## src/sbde_pkg.sv

```systemverilog
// Shared types and constants for the distance-to-eye sorter.
package sbde_pkg;

  localparam int POS_W  = 16;
  localparam int DIFF_W = POS_W + 1;
  localparam int SQ_W   = 2 * DIFF_W;
  localparam int KEY_W  = 36;
  localparam int OID_W  = 16;
  localparam int CFG_IDX_W = 2;

  localparam logic [CFG_IDX_W-1:0] CFG_EYE_X = 2'd0;
  localparam logic [CFG_IDX_W-1:0] CFG_EYE_Y = 2'd1;
  localparam logic [CFG_IDX_W-1:0] CFG_EYE_Z = 2'd2;

  typedef logic [KEY_W-1:0] key_t;

  typedef struct packed {
    logic valid;
    logic last;
  } stage_flag_t;

  typedef struct packed {
    logic ins;
    logic shift;
  } cell_cmd_t;

endpackage

```

## src/sbde_keygen.sv

```systemverilog
// Three-stage squared-distance key pipeline: differences, squares, sum.
module sbde_keygen #(
  parameter int ID_BITS = 16
) (
  input  logic                               clk,
  input  logic                               rst_n,
  input  logic                               fire,
  input  logic [ID_BITS-1:0]                 id,
  input  logic signed [sbde_pkg::POS_W-1:0]  pos_x,
  input  logic signed [sbde_pkg::POS_W-1:0]  pos_y,
  input  logic signed [sbde_pkg::POS_W-1:0]  pos_z,
  input  logic                               last,
  input  logic signed [sbde_pkg::POS_W-1:0]  eye_x,
  input  logic signed [sbde_pkg::POS_W-1:0]  eye_y,
  input  logic signed [sbde_pkg::POS_W-1:0]  eye_z,
  output sbde_pkg::stage_flag_t              flag,
  output sbde_pkg::key_t                     key,
  output logic [ID_BITS-1:0]                 key_id,
  output logic                               last_pending
);
  import sbde_pkg::*;

  stage_flag_t f1_r, f2_r, f3_r;
  logic signed [DIFF_W-1:0] dx_r, dy_r, dz_r;
  logic [SQ_W-1:0] sqx_r, sqy_r, sqz_r;
  logic signed [SQ_W-1:0] px_sq, py_sq, pz_sq;
  logic [ID_BITS-1:0] id1_r, id2_r, id3_r;
  key_t key_r;

  assign px_sq = dx_r * dx_r;
  assign py_sq = dy_r * dy_r;
  assign pz_sq = dz_r * dz_r;

  always_ff @(posedge clk) begin
    if (!rst_n) begin
      f1_r <= '0;
      f2_r <= '0;
      f3_r <= '0;
    end else begin
      f1_r <= '{valid: fire, last: last};
      f2_r <= f1_r;
      f3_r <= f2_r;
    end
  end

  always_ff @(posedge clk) begin
    dx_r  <= DIFF_W'(pos_x) - DIFF_W'(eye_x);
    dy_r  <= DIFF_W'(pos_y) - DIFF_W'(eye_y);
    dz_r  <= DIFF_W'(pos_z) - DIFF_W'(eye_z);
    id1_r <= id;
    sqx_r <= unsigned'(px_sq);
    sqy_r <= unsigned'(py_sq);
    sqz_r <= unsigned'(pz_sq);
    id2_r <= id1_r;
    key_r <= KEY_W'(sqx_r) + KEY_W'(sqy_r) + KEY_W'(sqz_r);
    id3_r <= id2_r;
  end

  assign flag   = f3_r;
  assign key    = key_r;
  assign key_id = id3_r;
  assign last_pending = (f1_r.valid && f1_r.last) || (f2_r.valid && f2_r.last) ||
                        (f3_r.valid && f3_r.last);

endmodule

```

## config.mk

```make
export PLATFORM = sky130hd
export DESIGN_NAME = sbde_keygen
export DESIGN_NICKNAME = d
export VERILOG_FILES = /design/src/sbde_pkg.sv /design/src/sbde_keygen.sv
export SDC_FILE = /design/constraint.sdc
export NUM_CORES = 2
export LEC_CHECK = 0
export ABC_AREA = 1
export BUFFER_PORTS_ARGS = -buffer_cell sky130_fd_sc_hd__buf_2
export CAP_MARGIN = 20
export CORE_ASPECT_RATIO = 0.6
export CORE_MARGIN = 5
export CORE_UTILIZATION = 59
export DETAILED_ROUTE_END_ITERATION = 6
export PLACE_DENSITY = 0.8
export SLEW_MARGIN = 20
export SYNTH_ARGS = -nofsm -noshare
export SYNTH_HDL_FRONTEND = slang
export SYNTH_SLANG_ARGS = --single-unit
```

## constraint.sdc

```tcl
create_clock -name clk -period 5.1 [get_ports clk]
set_input_delay 0.255 -clock clk [delete_from_list [all_inputs] [get_ports clk]]
set_output_delay 0.255 -clock clk [all_outputs]
set_load 0.01 [all_outputs]
```

---- Word level (Yosys, flattened, before mapping) ----
Index checks and enable logic that the tools add are counted.
storage, ports and cells
  register bits ........................... 243
  output and inout port bits .............. 55
operators by class
  $add $sub $neg .......................... 5
  $mul .................................... 3
  reduce and logical (&&, ||, !) cells .... 5
operators by type and width
  operator           count
  $mul 17x17->34     3
  $sub 16x16->17     3
  $add 35x34->36     1
  $add 34x34->35     1
  $logic_and 1x1->1  3
  $logic_or 1x1->1   2

---- Longest topological paths before layout ----
  word-level depth ........................ 3
  gate-level depth with buffers ........... 29

---- Least setup slack after synthesis ----
No wires, ideal clock.
  kind .................................... register to register
  start ................................... register dz_r[2]
  end ..................................... register sqz_r[25]
  setup time .............................. 0.121 ns
  data arrival time ....................... 5.470 ns
  data required time ...................... 4.979 ns
  setup slack ............................. -0.491 ns
  stages on the path, launching flop included .. 22
  period minus slack after synthesis ...... 5.591 ns
  cell sequence ........................... dfxtp_1 clkbuf_1 clkbuf_1 nand2_1 inv_1 fa_1 fa_1 fa_1 fa_1 fa_1 inv_1 fa_1 inv_1 ha_1 nand2_1 inv_1 nand2_1 inv_1 nand2_1 nand2_1 nand3b_1 xor2_1
on the way
  longest elaborated chain between the ends .. 1
RTL lines
  what                      line               source
  start: declaration        sbde_keygen.sv:24  logic signed [DIFF_W-1:0] dx_r, dy_r, dz_r;
  start signal: assignment  sbde_keygen.sv:49  dz_r <= DIFF_W'(pos_z) - DIFF_W'(eye_z);
  $mul 17x17->34            sbde_keygen.sv:32  assign pz_sq = dz_r * dz_r;
  net pz_sq[25]             sbde_keygen.sv:26  logic signed [SQ_W-1:0] px_sq, py_sq, pz_sq;
  end signal: assignment    sbde_keygen.sv:53  sqz_r <= unsigned'(pz_sq);
  end: declaration          sbde_keygen.sv:25  logic [SQ_W-1:0] sqx_r, sqy_r, sqz_r;
The timed path passes the listed nets, and every way through them passes these cells.
A chain may end at the register's enable or synchronous reset.

---- Worst setup path after layout ----
  start ................................... register dy_r[16]
  end ..................................... register sqy_r[25]
on the way
  longest elaborated chain between the ends .. 1
RTL lines
  what                      line               source
  start: declaration        sbde_keygen.sv:24
  start signal: assignment  sbde_keygen.sv:48  dy_r <= DIFF_W'(pos_y) - DIFF_W'(eye_y);
  $mul 17x17->34            sbde_keygen.sv:31  assign py_sq = dy_r * dy_r;
  net py_sq[25]             sbde_keygen.sv:26
  end signal: assignment    sbde_keygen.sv:52  sqy_r <= unsigned'(py_sq);
  end: declaration          sbde_keygen.sv:25
The timed path passes the listed nets, and every way through them passes these cells.

==> results by stage <==
Final layout:
- The share of post-route cells with drive strength above 1 is 0.2853.
- Leaving out fill and tap cells, the most frequent cells in the layout are inv_1, nand2_1, fa_1, buf_4, ha_1.
- The commonest non-fill, non-tap cell in the layout is inv_1.
- At the end of the flow the core is filled with cells to 0.7671.
- The area overhead of the layout relative to synthesis is 28.58%.
- For this run, the post-layout net count is 7,495.

Setup path:
- The sort of element at the start of the critical path is a register.
- At the worst endpoint, the required time is 5.58 ns.
- The category of the most critical setup path is reg2reg.
- The kind of capture point of the worst setup path is a register.
- The first element of the critical path is dy_r[16].
- In this run the critical register-to-register path is captured at sqy_r[25].
- The reg2reg setup slack is -0.46 ns.
- Counting cells, the worst reg-to-reg path comes to 23.
- The data arrival time of the critical path is 6.04 ns.
- The worst setup path endpoint is sqy_r[25].
- In this run the worst path has a maximum fanout of 6.
- The worst register-to-register path begins at dy_r[16].

Logic synthesis:
- During synthesis, Yosys emitted a total of 0 warnings.
- The main flop type after synthesis is dfxtp_1.
- For this run, the register share of the synthesized area comes to 0.1119.
- Of the total synthesized cell area, the portion taken by full adders, half adders and majority gates is 0.4920.
- After synthesis, the netlist uses 38 different library cells.
- The compound-cell area share of the yosys netlist came to 0.03508.
- The area share of the leading cell type in the synthesized netlist is 0.3888.
- Synthesis handed over a netlist of 5,458 instances.
- The post-synthesis area per instance is 7.868 um2.
- The post-synthesis register bit count is 240.
- By area, the combinational part of the netlist is dominated by adder cells.
- The XOR/XNOR share of the synthesized area is 0.02957.
- The number of flops mapped to enable cells by yosys is 0.
- Of the total synthesized cell area, the portion taken by AND, OR, NAND and NOR gates is 0.1805.
- The share of cell area taken by muxes after synthesis is 0.
- Yosys attributes the largest share of cell area to fa_1, inv_1, nand2_1, dfxtp_1, ha_1.
- The post-synth design cell area is 42,940 um2.
- The share of synthesized flip-flops with an asynchronous set or reset is 0.
- Of all cell types, the one taking the most synthesized area is fa_1.

Placement:
- Routability-driven placement finished with a final weighted congestion of 0.9670.
- The count of buffers added on input and output ports is 170.
- The half-perimeter wire length after placement is 99.90 mm.

Global routing:
- In the global route stage, overall resource usage came out at 0.3164.
- The met3 track demand over resource is 0.1003.
- The layer flagged by global routing as most heavily used is met1.
- The via count of the first global-routing pass was 38,100.
- The largest net degree at the start of global routing is 19.
- For this run, global-route usage on met1 was measured as 0.4796.
- The first global-routing pass estimated 197.3 mm of wire.
- For met2 alone, demand over resource in global routing was 0.4508.
- The overall overflow remaining after global route is 0.
- The initial antenna violation count is 2.

STA:
- The max-slew violation count was 0.
- After layout, the worst setup slack is -0.4617 ns.
- The count of endpoints failing setup in the final report is 54.
- Dividing the final minimum period by the clock period gives 1.091.
- Setup repair after global routing could not meet its margin everywhere.
- Measured against its own limit, the worst slew margin works out to 0.4762.
- The setup skew after layout is 0.03245 ns.
- Derived from the worst setup path, the maximum achievable clock frequency is 179.8 MHz.
- The number of hold-slack violations in the final timing report is 0.
- At the pin with the least slew margin, the transition time is 0.7775 ns.
- In the final timing run, aggregate negative setup slack is -10.33 ns.
- After layout, the minimum clock period comes to 5.562 ns.

Clock tree:
- The clock insertion delay at the later pin of the skew report is 0.62 ns.
- Counting along the longest clock path gives a buffer depth of 3.
- The clock tree root driver cell is clkbuf_16.
- The register clock-pin slew on the reported worst setup and hold paths is 0.08 ns.
- The TritonCTS clock tree is built.
- The number of sinks handled by clock tree synthesis is 240.
- The number of buffers inserted during clock tree synthesis is 26.
- In this run the number of H-tree levels came out at 1.

Min path:
- The class of the tightest hold or removal check is in2reg.

Drt:
- Wires add up to 130.6 mm.
- In the final routed layout, each cell accounts on average for 18.18 um.
- Dividing the detail-routed via count by the number of cells gives 5.273.
- After detailed routing, the number of remaining DRC violations is 3.
- The detail route stage leaves a number of antenna-violating nets equal to 0.
- Before antenna repair, the detailed router went through 7 iterations.
- The violation count after the first detailed-routing iteration is 3,976.
- The final route contains 37,900 vias.

Floorplan:
- The die covers 78,450 um2.
- The floorplan row count is 76.
- The effective utilization at floorplan is 0.5965.
- The floorplan step set the die height to 219.0 um.
- In this run the horizontal extent of the chip is 358.3 um.
- The core region is 71,980 um2.
- The number of I/O pins is 171.

Status:
- The checks that failed: DRC, setup timing.
- The run finished, with violations left.

Run:
- The tool flagged a number of max-cap violations equal to 0.
[synthesized netlist by cell type, types with 7 or more instances]
master,instances
or2_2,16
fa_1,834
o21bai_1,30
inv_1,1611
nand4_1,36
dfxtp_1,240
a21oi_1,153
and2_1,8
clkbuf_1,101
nor2_1,230
nand3b_1,12
o21ai_0,56
nand2_2,28
nor2_2,14
nand2_1,1324
nor3_2,10
nor3_1,26
xor2_1,115
xnor2_1,30
buf_1,7
nand3_1,169
o21ai_1,7
ha_1,354
[stage by stage]
| step | hold slack (ns) | cells | cell area [um2] | setup WS, ns |
|---|---|---|---|---|
| floorplan | 0.2827 | 5460 | 43350 | 0.001773 |
| global placement | 0.3100 | 6992 | 48740 | -0.4748 |
| detailed placement | 0.3128 | 6992 | 48740 | -0.5844 |
| CTS | 0.003456 | 7120 | 52240 | -0.1665 |
| global route | 0.03083 | 7186 | 55210 | -0.5259 |
| finish | 0.01368 | 7187 | 55220 | -0.4617 |
[how the worst min path moves through the flow]
stage / from / slack, ns / cells past startpoint / endpoint
6_report: pos_x[15] / 0.01 / 4 / dx_r[16]
5_1_grt: pos_z[15] / 0.03 / 4 / dz_r[16]
4_1_cts: pos_y[0] / 0.003 / 4 / dy_r[0]
3_5_place_dp: id1_r[7] / 0.31 / 0 / id2_r[7]
3_3_place_gp: id1_r[7] / 0.31 / 0 / id2_r[7]
2_1_floorplan: id[0] / 0.28 / 0 / id1_r[0]
[critical path, cell delays in order (launching register included)]
cell,delay [ns]
dfxtp_4,0.38
clkinvlp_4,0.11
buf_12,0.15
buf_4,0.14
or2_4,0.23
fa_2,0.53
inv_2,0.04
fa_2,0.53
fa_1,0.43
fa_2,0.36
fa_1,0.52
inv_1,0.08
fa_1,0.52
inv_2,0.05
ha_4,0.21
buf_6,0.13
nand2_4,0.09
inv_1,0.04
nand2_1,0.11
nand2_4,0.08
nand2_2,0.06
nand2_2,0.08
nand3b_1,0.31
xor2_1,0.22
[cells by family (layout without fill, tap and decap cells)]
group	after synthesis	after routing
AND/OR/NAND/NOR	1887	1887
other	1	4
flip-flops	240	240
buffers and inverters	1726	2477
XOR/XNOR	145	145
adder cells (fa/ha/maj)	1188	1188
AO/OA/AOI/OAI	271	271
[state kept, by name, summed over array words and instances, names as in the netlist, 17 cells and up]
| signal | flops |
|---|---|
| key | 36 |
| sqx_r | 33 |
| sqy_r | 33 |
| sqz_r | 33 |
| dx_r | 17 |
| dy_r | 17 |
| dz_r | 17 |
[area by class of cell]
type,count,area [um2]
clock buffer,34,720.7
fill,4515,16770
sequential,240,4952
clock inverter,14,117.6
tap,975,1220
multi-input combinational,3494,35530
timing repair buffer,813,6551
antenna,1,2.502
inverter,1616,6125
[layer usage]
metal	part of all wire	vias up	routed length (um)
met5	0.00033	-	43
li1	-	17200	-
met3	0.13	270	16650
met1	0.42	18360	55520
met2	0.42	2061	55400
met4	0.023	6	3030
[what timing repair did]
item	in CTS	in global routing
pin swaps	175	354
hold endpoints to repair	27	0
setup endpoints to repair	67	72
hold buffers	28	0
resized for setup	500	704
cloned	0	2
buffers inserted	53	69
Power is left out: the tool's default activity adds up to more than one toggle a clock period on the data nets, which glitch-free logic cannot reach.
