### src/sbde_pkg.sv
// Shared types and constants for the distance-to-eye sorter.
package sbde_pkg;

  localparam int POS_W  = 16;
  localparam int DIFF_W = POS_W + 1;
  localparam int SQ_W   = 2 * DIFF_W;
  localparam int KEY_W  = 36;
  localparam int OID_W  = 16;
  localparam int CFG_IDX_W = 2;

  localparam logic [CFG_IDX_W-1:0] CFG_EYE_X = 2'd0;
  localparam logic [CFG_IDX_W-1:0] CFG_EYE_Y = 2'd1;
  localparam logic [CFG_IDX_W-1:0] CFG_EYE_Z = 2'd2;

  typedef logic [KEY_W-1:0] key_t;

  typedef struct packed {
    logic valid;
    logic last;
  } stage_flag_t;

  typedef struct packed {
    logic ins;
    logic shift;
  } cell_cmd_t;

endpackage

### src/sbde_cell.sv
// One slot of the insertion chain: holds a key and handle, shifts right on insert, left on emit.
module sbde_cell #(
  parameter int IDX     = 0,
  parameter int ID_BITS = 16,
  parameter int FILL_W  = 6
) (
  input  logic                 clk,
  input  sbde_pkg::cell_cmd_t  cmd,
  input  sbde_pkg::key_t       new_key,
  input  logic [ID_BITS-1:0]   new_id,
  input  logic [FILL_W-1:0]    fill,
  input  sbde_pkg::key_t       left_key,
  input  logic [ID_BITS-1:0]   left_id,
  input  logic                 left_gt,
  input  sbde_pkg::key_t       right_key,
  input  logic [ID_BITS-1:0]   right_id,
  output sbde_pkg::key_t       key,
  output logic [ID_BITS-1:0]   id,
  output logic                 gt
);
  import sbde_pkg::*;

  localparam logic [FILL_W-1:0] IDX_C = FILL_W'(IDX);

  key_t key_r, key_nxt;
  logic [ID_BITS-1:0] id_r, id_nxt;

  assign gt = (IDX_C < fill) && (key_r > new_key);

  always_comb begin
    key_nxt = key_r;
    id_nxt  = id_r;
    if (cmd.ins) begin
      if (left_gt) begin
        key_nxt = left_key;
        id_nxt  = left_id;
      end else if (gt || fill == IDX_C) begin
        key_nxt = new_key;
        id_nxt  = new_id;
      end
    end else if (cmd.shift) begin
      key_nxt = right_key;
      id_nxt  = right_id;
    end
  end

  always_ff @(posedge clk) begin
    key_r <= key_nxt;
    id_r  <= id_nxt;
  end

  assign key = key_r;
  assign id  = id_r;

endmodule

### config.mk
export PLATFORM = sky130hd
export DESIGN_NAME = sbde_cell
export DESIGN_NICKNAME = d
export VERILOG_FILES = /design/src/sbde_pkg.sv /design/src/sbde_cell.sv
export SDC_FILE = /design/constraint.sdc
export NUM_CORES = 1
export LEC_CHECK = 0
export BUFFER_PORTS_ARGS = -buffer_cell sky130_fd_sc_hd__buf_2
export CAP_MARGIN = 20
export CELL_PAD_IN_SITES_DETAIL_PLACEMENT = 1
export CELL_PAD_IN_SITES_GLOBAL_PLACEMENT = 1
export CORE_UTILIZATION = 31
export DETAILED_ROUTE_END_ITERATION = 8
export PLACE_DENSITY_LB_ADDON = 0.15
export RECOVER_POWER = 25
export SYNTH_ARGS = -nofsm -noshare
export SYNTH_HDL_FRONTEND = slang
export SYNTH_SLANG_ARGS = --single-unit
### constraint.sdc
create_clock -name clk -period 5.4 [get_ports clk]
set_input_delay 0.81 -clock clk [delete_from_list [all_inputs] [get_ports clk]]
set_output_delay 0.81 -clock clk [all_outputs]
set_load 0.01 [all_outputs]
Word-level counts from Yosys, hierarchy flattened. Index checks and enable logic that the tools add are counted.

Flip-flop bits (word level): 52. Input bits: 166. Output and inout bits: 53.

Order comparisons: 2. Equality and inequality tests: 1. Mux-type cells: 8. Reduce and logical (&&, ||, !) cells: 5.

Operators by type and width (count): 36-bit two-way mux (4); 16-bit two-way mux (4); 36-bit > comparator (1); 6-bit logical NOT (1); 1-bit by 6-bit less-than comparator with 1-bit output, first input constant (1); 3-bit by 1-bit inequality test with 1-bit output, second input constant (1); 2-bit AND reduction (1); 2-bit nonzero test (1); 1-bit logical AND (1); 1-bit logical OR (1).

Logic depth before layout (Yosys ltp). Gate-level depths: netlist of run 1.

Word-level depth: 6. Gate-level depth with buffers: 7. Mapped depth without buffers: 7.

Worst setup path after synthesis of run 1. Ideal clock, no wire load.

Path type: input-to-reg. From: input new_key[35]. To: register id_r[0], in the netlist id[0] (enable). Arrival time: 4514 ps. Required time: 4921 ps. Path slack: 407 ps. Cell stages on the path: 7. Buffers on the path: 0. Path through: inv_1 > ha_1 > nand4_1 > nor4_2 > and3_2 > a2111oi_2 > a21oi_1.

Longest elaborated chain between the ends: 5.

Ends and longest elaborated chain: start, declared (RTL line sbde_cell.sv:9) `input sbde_pkg::key_t new_key,`; 36-bit > comparator (RTL line sbde_cell.sv:28) `assign gt = (IDX_C < fill) && (key_r > new_key);`; 1-bit logical AND (RTL line sbde_cell.sv:28); 1-bit logical OR (RTL line sbde_cell.sv:37) `end else if (gt || fill == IDX_C) begin`; 3-bit by 1-bit inequality test with 1-bit output (no source line); 2-bit AND reduction (no source line); end signal, assigned (RTL line sbde_cell.sv:49) `id_r <= id_nxt;`; end, declared (RTL line sbde_cell.sv:26) `logic [ID_BITS-1:0] id_r, id_nxt;`.

No other way between the ends. A chain may end at the register's enable or synchronous reset.

Worst setup path in the final report of run 1.
From: input new_key[18]. To: output gt.

Longest elaborated chain between the ends: 2.

Ends and longest elaborated chain: 36-bit > comparator (RTL line sbde_cell.sv:28); 1-bit logical AND (RTL line sbde_cell.sv:28); end, declared (RTL line sbde_cell.sv:19) `output logic gt`.

No other way between the ends.

==> results.sh, run 1 <==
export IMPL_p_leak_uw=0.00241
export IMPL_startpoint_type="input pin"
export IMPL_clk_pin_slew_ns=0.07
export IMPL_diodes=0
export IMPL_placed_cell_area_um2=4810
export IMPL_reg2reg_from="key[34]"
export IMPL_grt_use_total=0.186
export IMPL_ys_seq_area_frac=0.437
export IMPL_multiInputGateArea_um2=1810
export IMPL_finalHoldViolations=0
export IMPL_r2r_cells=7
export IMPL_clock_latency_ns=0.29
export IMPL_initial_core_util=0.324
export IMPL_grt_setup_unrepaired="no"
export IMPL_yosysUniqueCellTypes=27
export IMPL_synth_top_area_frac=0.437
export IMPL_dp_hpwl_um=8950
export IMPL_netlist_area_um2=3570
export IMPL_worstPathRequired_ns=4.59
export IMPL_fill_cells=1392
export IMPL_nets=776
export IMPL_endpoint_kind="primary output"
export IMPL_max_freq_mhz=291
export IMPL_drcViolationCount=0
export IMPL_numCtsBuffers=5
export IMPL_core_area_um2=11000
export IMPL_hp_class="input pin to register"
export IMPL_path_class="input pin to primary output"
export IMPL_synth_area_leaders="edfxtp_1, mux2i_1, ha_1"
export IMPL_skew_ns=0.00260
export IMPL_arrival_ns=2.63
export IMPL_post_route_min_period_ns=3.44
export IMPL_cap_viol_max_count=0
export IMPL_antenna_found_initial=0
export IMPL_dr_first_iter_drc_count=106
export IMPL_crit_start="new_key[18]"
export IMPL_power_uw=1150
export IMPL_tritoncts="done"
export IMPL_die_h_um=109
export IMPL_syn_avg_cell_area_um2=9.82
export IMPL_dp_cells=707
export IMPL_fin_crit_sh=0.636
export IMPL_finish_instance_area_um2=4900
export IMPL_holdBufCountCts=0
export IMPL_ioPinCount=219
export IMPL_routed_via_density=4.80
export IMPL_gr_total_overflow=0
export IMPL_rows=38
export IMPL_yosys_warnings=0
export IMPL_first_pass_iters=4
export IMPL_hold_depth=3
export IMPL_grt_pass1_wl_um=17000
export IMPL_power_density_nw_per_um2=236
export IMPL_worstMarginPinSlew_ns=0.892
export IMPL_vdd_ir_drop_max_mv=0.120
export IMPL_slew_headroom=0.405
export IMPL_port_buffers=218
export IMPL_status="completed"
export IMPL_layout_drive_gt1_share=0.334
export IMPL_grt_max_degree=56
export IMPL_syn_to_final_growth_pct=37.0
export IMPL_yosys_register_bits=52
export IMPL_routedWlPerCell_um=15.3
export IMPL_post_cts_setup_buffers=0
export IMPL_yosysTopAreaCell="edfxtp_1"
export IMPL_fin_ws_ns=1.96
export IMPL_mappedNetlistNets=566
export IMPL_fin_cells=715
export IMPL_tns_ns=0
export IMPL_cts_sinks=52
export IMPL_grt_pass1_vias=3609
export IMPL_pre_cts_ws_ns=1.96
export IMPL_cts_root_buf="clkbuf_16"
export IMPL_layout_common_cells="buf_2, a21oi_1, nor2_1"
export IMPL_gp_congestion=0.754
export IMPL_finalWirelength_um=11000
export IMPL_postSynthCellCount=364
export IMPL_die_area_um2=12000
export IMPL_die_w_um=109
export IMPL_slew_viol_final=0
export IMPL_min_from="right_key[24]"
export IMPL_post_cts_resized=0
export IMPL_final_setup_viol_count=0
export IMPL_layout_commonest_cell="buf_2"
export IMPL_cts_max_level=2
export IMPL_seq_area_um2=1560
export IMPL_cts_buffer_depth=2
export IMPL_drtAntennaViolNets=0
export IMPL_cp_max_fo=3
export IMPL_vias=3435
-- state kept, by name (all words and copies together), names as in the netlist --
signal	flops
id	16
key	36
-- synthesized netlist by cell type --
cell type  number
a221o_1         2
nor4_1          1
nor3_1          2
a21oi_1        69
nor4b_1         1
nand3b_1        1
o21ai_0         5
nor4_2          1
edfxtp_1       52
o2bb2ai_1       1
a211oi_1        1
nand3_1         2
nor2_1         56
o22ai_1         1
and3_2          1
inv_1          37
nand4_1         8
o21a_1          1
nand2_1        11
clkbuf_1        9
mux2i_1        52
a2111oi_2       1
buf_1           4
a21o_1          3
buf_2           5
o31ai_1         1
ha_1           36
-- critical path, cell delays in order --
cell and delay (ns):
buf_2 0.09, inv_1 0.04, ha_1 0.32, a21oi_1 0.17, nand2_1 0.07, a221o_1 0.36
o31ai_1 0.46, a21oi_1 0.14, buf_2 0.17
-- power by group --
group	switching (uW)	internal (uW)
clock	146	171
combinational	178	138
sequential	20.4	501
-- final timing paths --
path,end,slack [ns]
worst max-delay path,gt,1.96
worst min-delay path,key[24],0.84
worst max register to register,key[33],2.69
worst min register to register,key[19],1.39
-- area by class of cell --
cell class | count | area share
multi-input combinational | 257 | 0.370
sequential | 52 | 0.319
timing repair buffer | 221 | 0.218
tap | 140 | 0.0358
inverter | 37 | 0.0284
clock buffer | 6 | 0.0263
clock inverter | 2 | 0.00230
-- metal layers --
| metal | vias to the layer above | part of all wire | global-route usage |
|---|---|---|---|
| met5 | - | 0 | 0 |
| met4 | 0 | 0.011 | 0.0476 |
| met3 | 9 | 0.083 | 0.0575 |
| met2 | 134 | 0.51 | 0.352 |
| met1 | 1565 | 0.40 | 0.200 |
| li1 | 1727 | - | - |
-- cell families (layout without fill, tap and decap cells) --
logic type      Yosys count  in the layout  synth area share
compound gates           85             85             0.130
fa+ha+maj                36             36             0.126
buf+inv                  55            266            0.0595
flops                    52             52             0.437
mux                      52             52             0.146
simple gates             84             84             0.102
-- stage by stage --
stage	util	hold slack (ns)
after floorplan	-	1.04
after CTS	0.448	0.822
after global placement	0.436	1.13
after detailed placement	0.436	1.13
final	0.444	0.838
after global routing	0.444	0.851
Power figures use the tool's default switching activity.
==> run 2, diff against run 1 <==
- ABC_AREA: default -> 1
- CORE_UTILIZATION: 31 -> 30
- clock period: 5.4 -> 3.3 ns (I/O delays scaled with it)
==> run 2 against run 1 <==
Against the previous run: sequential share of layout area decreased by 0.73 points; synthesized area increased by 2.9%; core utilization decreased by 2.5 points; setup slack got worse by 1.1 ns; final cell count increased by 15%; clock power increased by 73%; clock skew increased by 0.0069 ns; global-route usage increased by 0.11 points; largest cell class unchanged; highest routed layer unchanged.
==> results.sh, run 2 <==
export IMPL_gp_congestion=0.755
export IMPL_min_from="right_id[14]"
export IMPL_holdBufCountCts=0
export IMPL_grt_setup_unrepaired="no"
export IMPL_syn_avg_cell_area_um2=7.93
export IMPL_fin_crit_sh=0.745
export IMPL_finalHoldViolations=0
export IMPL_cp_num_cells=11
export IMPL_postSynthCellCount=464
export IMPL_yosys_warnings=0
export IMPL_synth_area_leaders="edfxtp_1, nand2_1, ha_1"
export IMPL_synth_most_common_cell="nand2_1"
export IMPL_power_density_nw_per_um2=388
export IMPL_mappedNetlistNets=666
export IMPL_nets=873
export IMPL_gr_total_overflow=0
export IMPL_critPathTopFamily="simple AND/OR/NAND/NOR gates"
export IMPL_finalWirelength_um=11700
export IMPL_p_leak_uw=0.00252
export IMPL_die_h_um=113
export IMPL_pre_cts_ws_ns=0.612
export IMPL_dr_first_iter_drc_count=86
export IMPL_tns_ns=0
export IMPL_path_class="register to primary output"
export IMPL_tritoncts="done"
export IMPL_post_cts_setup_buffers=0
export IMPL_cts_root_buf="clkbuf_16"
export IMPL_clock_latency_ns=0.30
export IMPL_grt_pass1_vias=4073
export IMPL_syn_to_final_growth_pct=36.3
export IMPL_cap_viol_max_count=0
export IMPL_worstPathRequired_ns=2.80
export IMPL_slew_headroom=0.255
export IMPL_layout_common_cells="buf_2, nand2_1, nor2_1"
export IMPL_rows=40
export IMPL_ioPinCount=219
export IMPL_dp_cells=811
export IMPL_hp_class="input pin to register"
export IMPL_vdd_ir_drop_max_mv=0.196
export IMPL_largest_reg_flops=36
export IMPL_slew_viol_final=0
export IMPL_arrival_ns=1.96
export IMPL_die_area_um2=12700
export IMPL_grt_pass1_wl_um=18900
export IMPL_endpoint_kind="primary output"
export IMPL_cts_sinks=52
export IMPL_status="completed"
export IMPL_yosysTopAreaCell="edfxtp_1"
export IMPL_post_cts_resized=0
export IMPL_async_flop_share=0
export IMPL_routed_via_density=4.75
export IMPL_die_w_um=113
export IMPL_drtAntennaViolNets=0
export IMPL_vias=3896
export IMPL_synth_edf_count=52
export IMPL_layout_drive_gt1_share=0.320
export IMPL_post_route_min_period_ns=2.46
export IMPL_yosysUniqueCellTypes=22
export IMPL_critPathMaxStageDelay_ns=0.39
export IMPL_final_setup_viol_count=0
export IMPL_numCtsBuffers=5
export IMPL_first_pass_iters=4
export IMPL_ff2ff_setup_slack_ns=0.89
export IMPL_synth_common_cells="nand2_1, nor2_1, a31oi_1, edfxtp_1, inv_1"
export IMPL_path_buf_inv=3
export IMPL_power_uw=1950
export IMPL_cp_max_fo=3
export IMPL_port_buffers=218
export IMPL_cp_slowest_cell="edfxtp_1"
export IMPL_grt_max_degree=62
export IMPL_max_freq_mhz=407
export IMPL_ys_flop_type="edfxtp_1"
export IMPL_drcViolationCount=0
export IMPL_core_area_um2=12000
export IMPL_cts_max_level=2
export IMPL_yosys_register_bits=52
export IMPL_regToRegEndpoint="key[4]"
export IMPL_fin_cells=820
export IMPL_cp_cell_sequence="ha_1 -> nand2_2 -> nor2_4 -> nand2_2 -> nor2_4 -> nand2_1 -> o21ai_1 -> inv_1 -> nand2_2 -> inv_1 -> buf_2"
export IMPL_worstMarginPinSlew_ns=1.12
export IMPL_holdWs_ns=0.533
export IMPL_grt_use_total=0.188
export IMPL_ys_seq_area_frac=0.424
export IMPL_synth_top_area_frac=0.424
export IMPL_skew_ns=0.00955
export IMPL_routedWlPerCell_um=14.3
export IMPL_clk_pin_slew_ns=0.08
export IMPL_crit_end="gt"
export IMPL_antenna_found_initial=1
export IMPL_reg2reg_from="key[19]"
export IMPL_crit_start="key[35]"
export IMPL_dp_hpwl_um=9260
export IMPL_initial_core_util=0.308
export IMPL_netlist_area_um2=3680
export IMPL_r2r_cells=12
export IMPL_cts_buffer_depth=2
export IMPL_layout_commonest_cell="buf_2"
export IMPL_fin_ws_ns=0.843
export IMPL_crit_top_cell="nand2_2"
export IMPL_startpoint_type="register"
[run 2: layer usage]
layer | GRT usage | up-vias | part of all wire
met5 | 0 | - | 0
met4 | 0.0498 | 0 | 0.016
met3 | 0.0428 | 13 | 0.062
met2 | 0.350 | 129 | 0.52
met1 | 0.214 | 1800 | 0.41
li1 | - | 1954 | -
[run 2: final cells by class]
cell class	instances	area, um2
Antenna cell	1	2.50
Clock buffer	5	125
Inverter	53	199
Tap cell	147	184
Clock inverter	3	26.3
Multi-Input combinational cell	336	1830
Timing Repair Buffer	223	1090
Sequential cell	52	1560
Fill cell	1552	6950
[run 2: through the flow]
stage | cell area (um2) | util
floorplan | 3690 | -
global placement | 4900 | 0.410
detailed placement | 4900 | 0.410
CTS | 5050 | 0.423
global route | 5010 | 0.419
finish | 5010 | 0.419
[run 2: tightest hold or removal path: stages]
cell	delay, ns
buf_2	0.08
nor2_1	0.03
a31oi_1	0.12
[run 2: worst min-delay path by stage]
stage | end | cells after the start
after floorplan | id[0] | 2
after global placement | key[2] | 3
after detailed placement | key[8] | 3
after CTS | id[14] | 3
after global routing | id[13] | 3
final | id[14] | 3
[run 2: kinds of logic after synthesis]
logic type                 synth area share
adders and majority gates             0.122
DFF                                   0.424
and+or+nand+nor                       0.251
AOI/OAI and AO/OA                     0.121
buffers and inverters                0.0806
[run 2: where the power goes]
group	switching [uW]	total (uW)	internal [uW]
clock	260	549	289
combinational	317	541	224
sequential	33.8	856	822
total	611	1950	1330
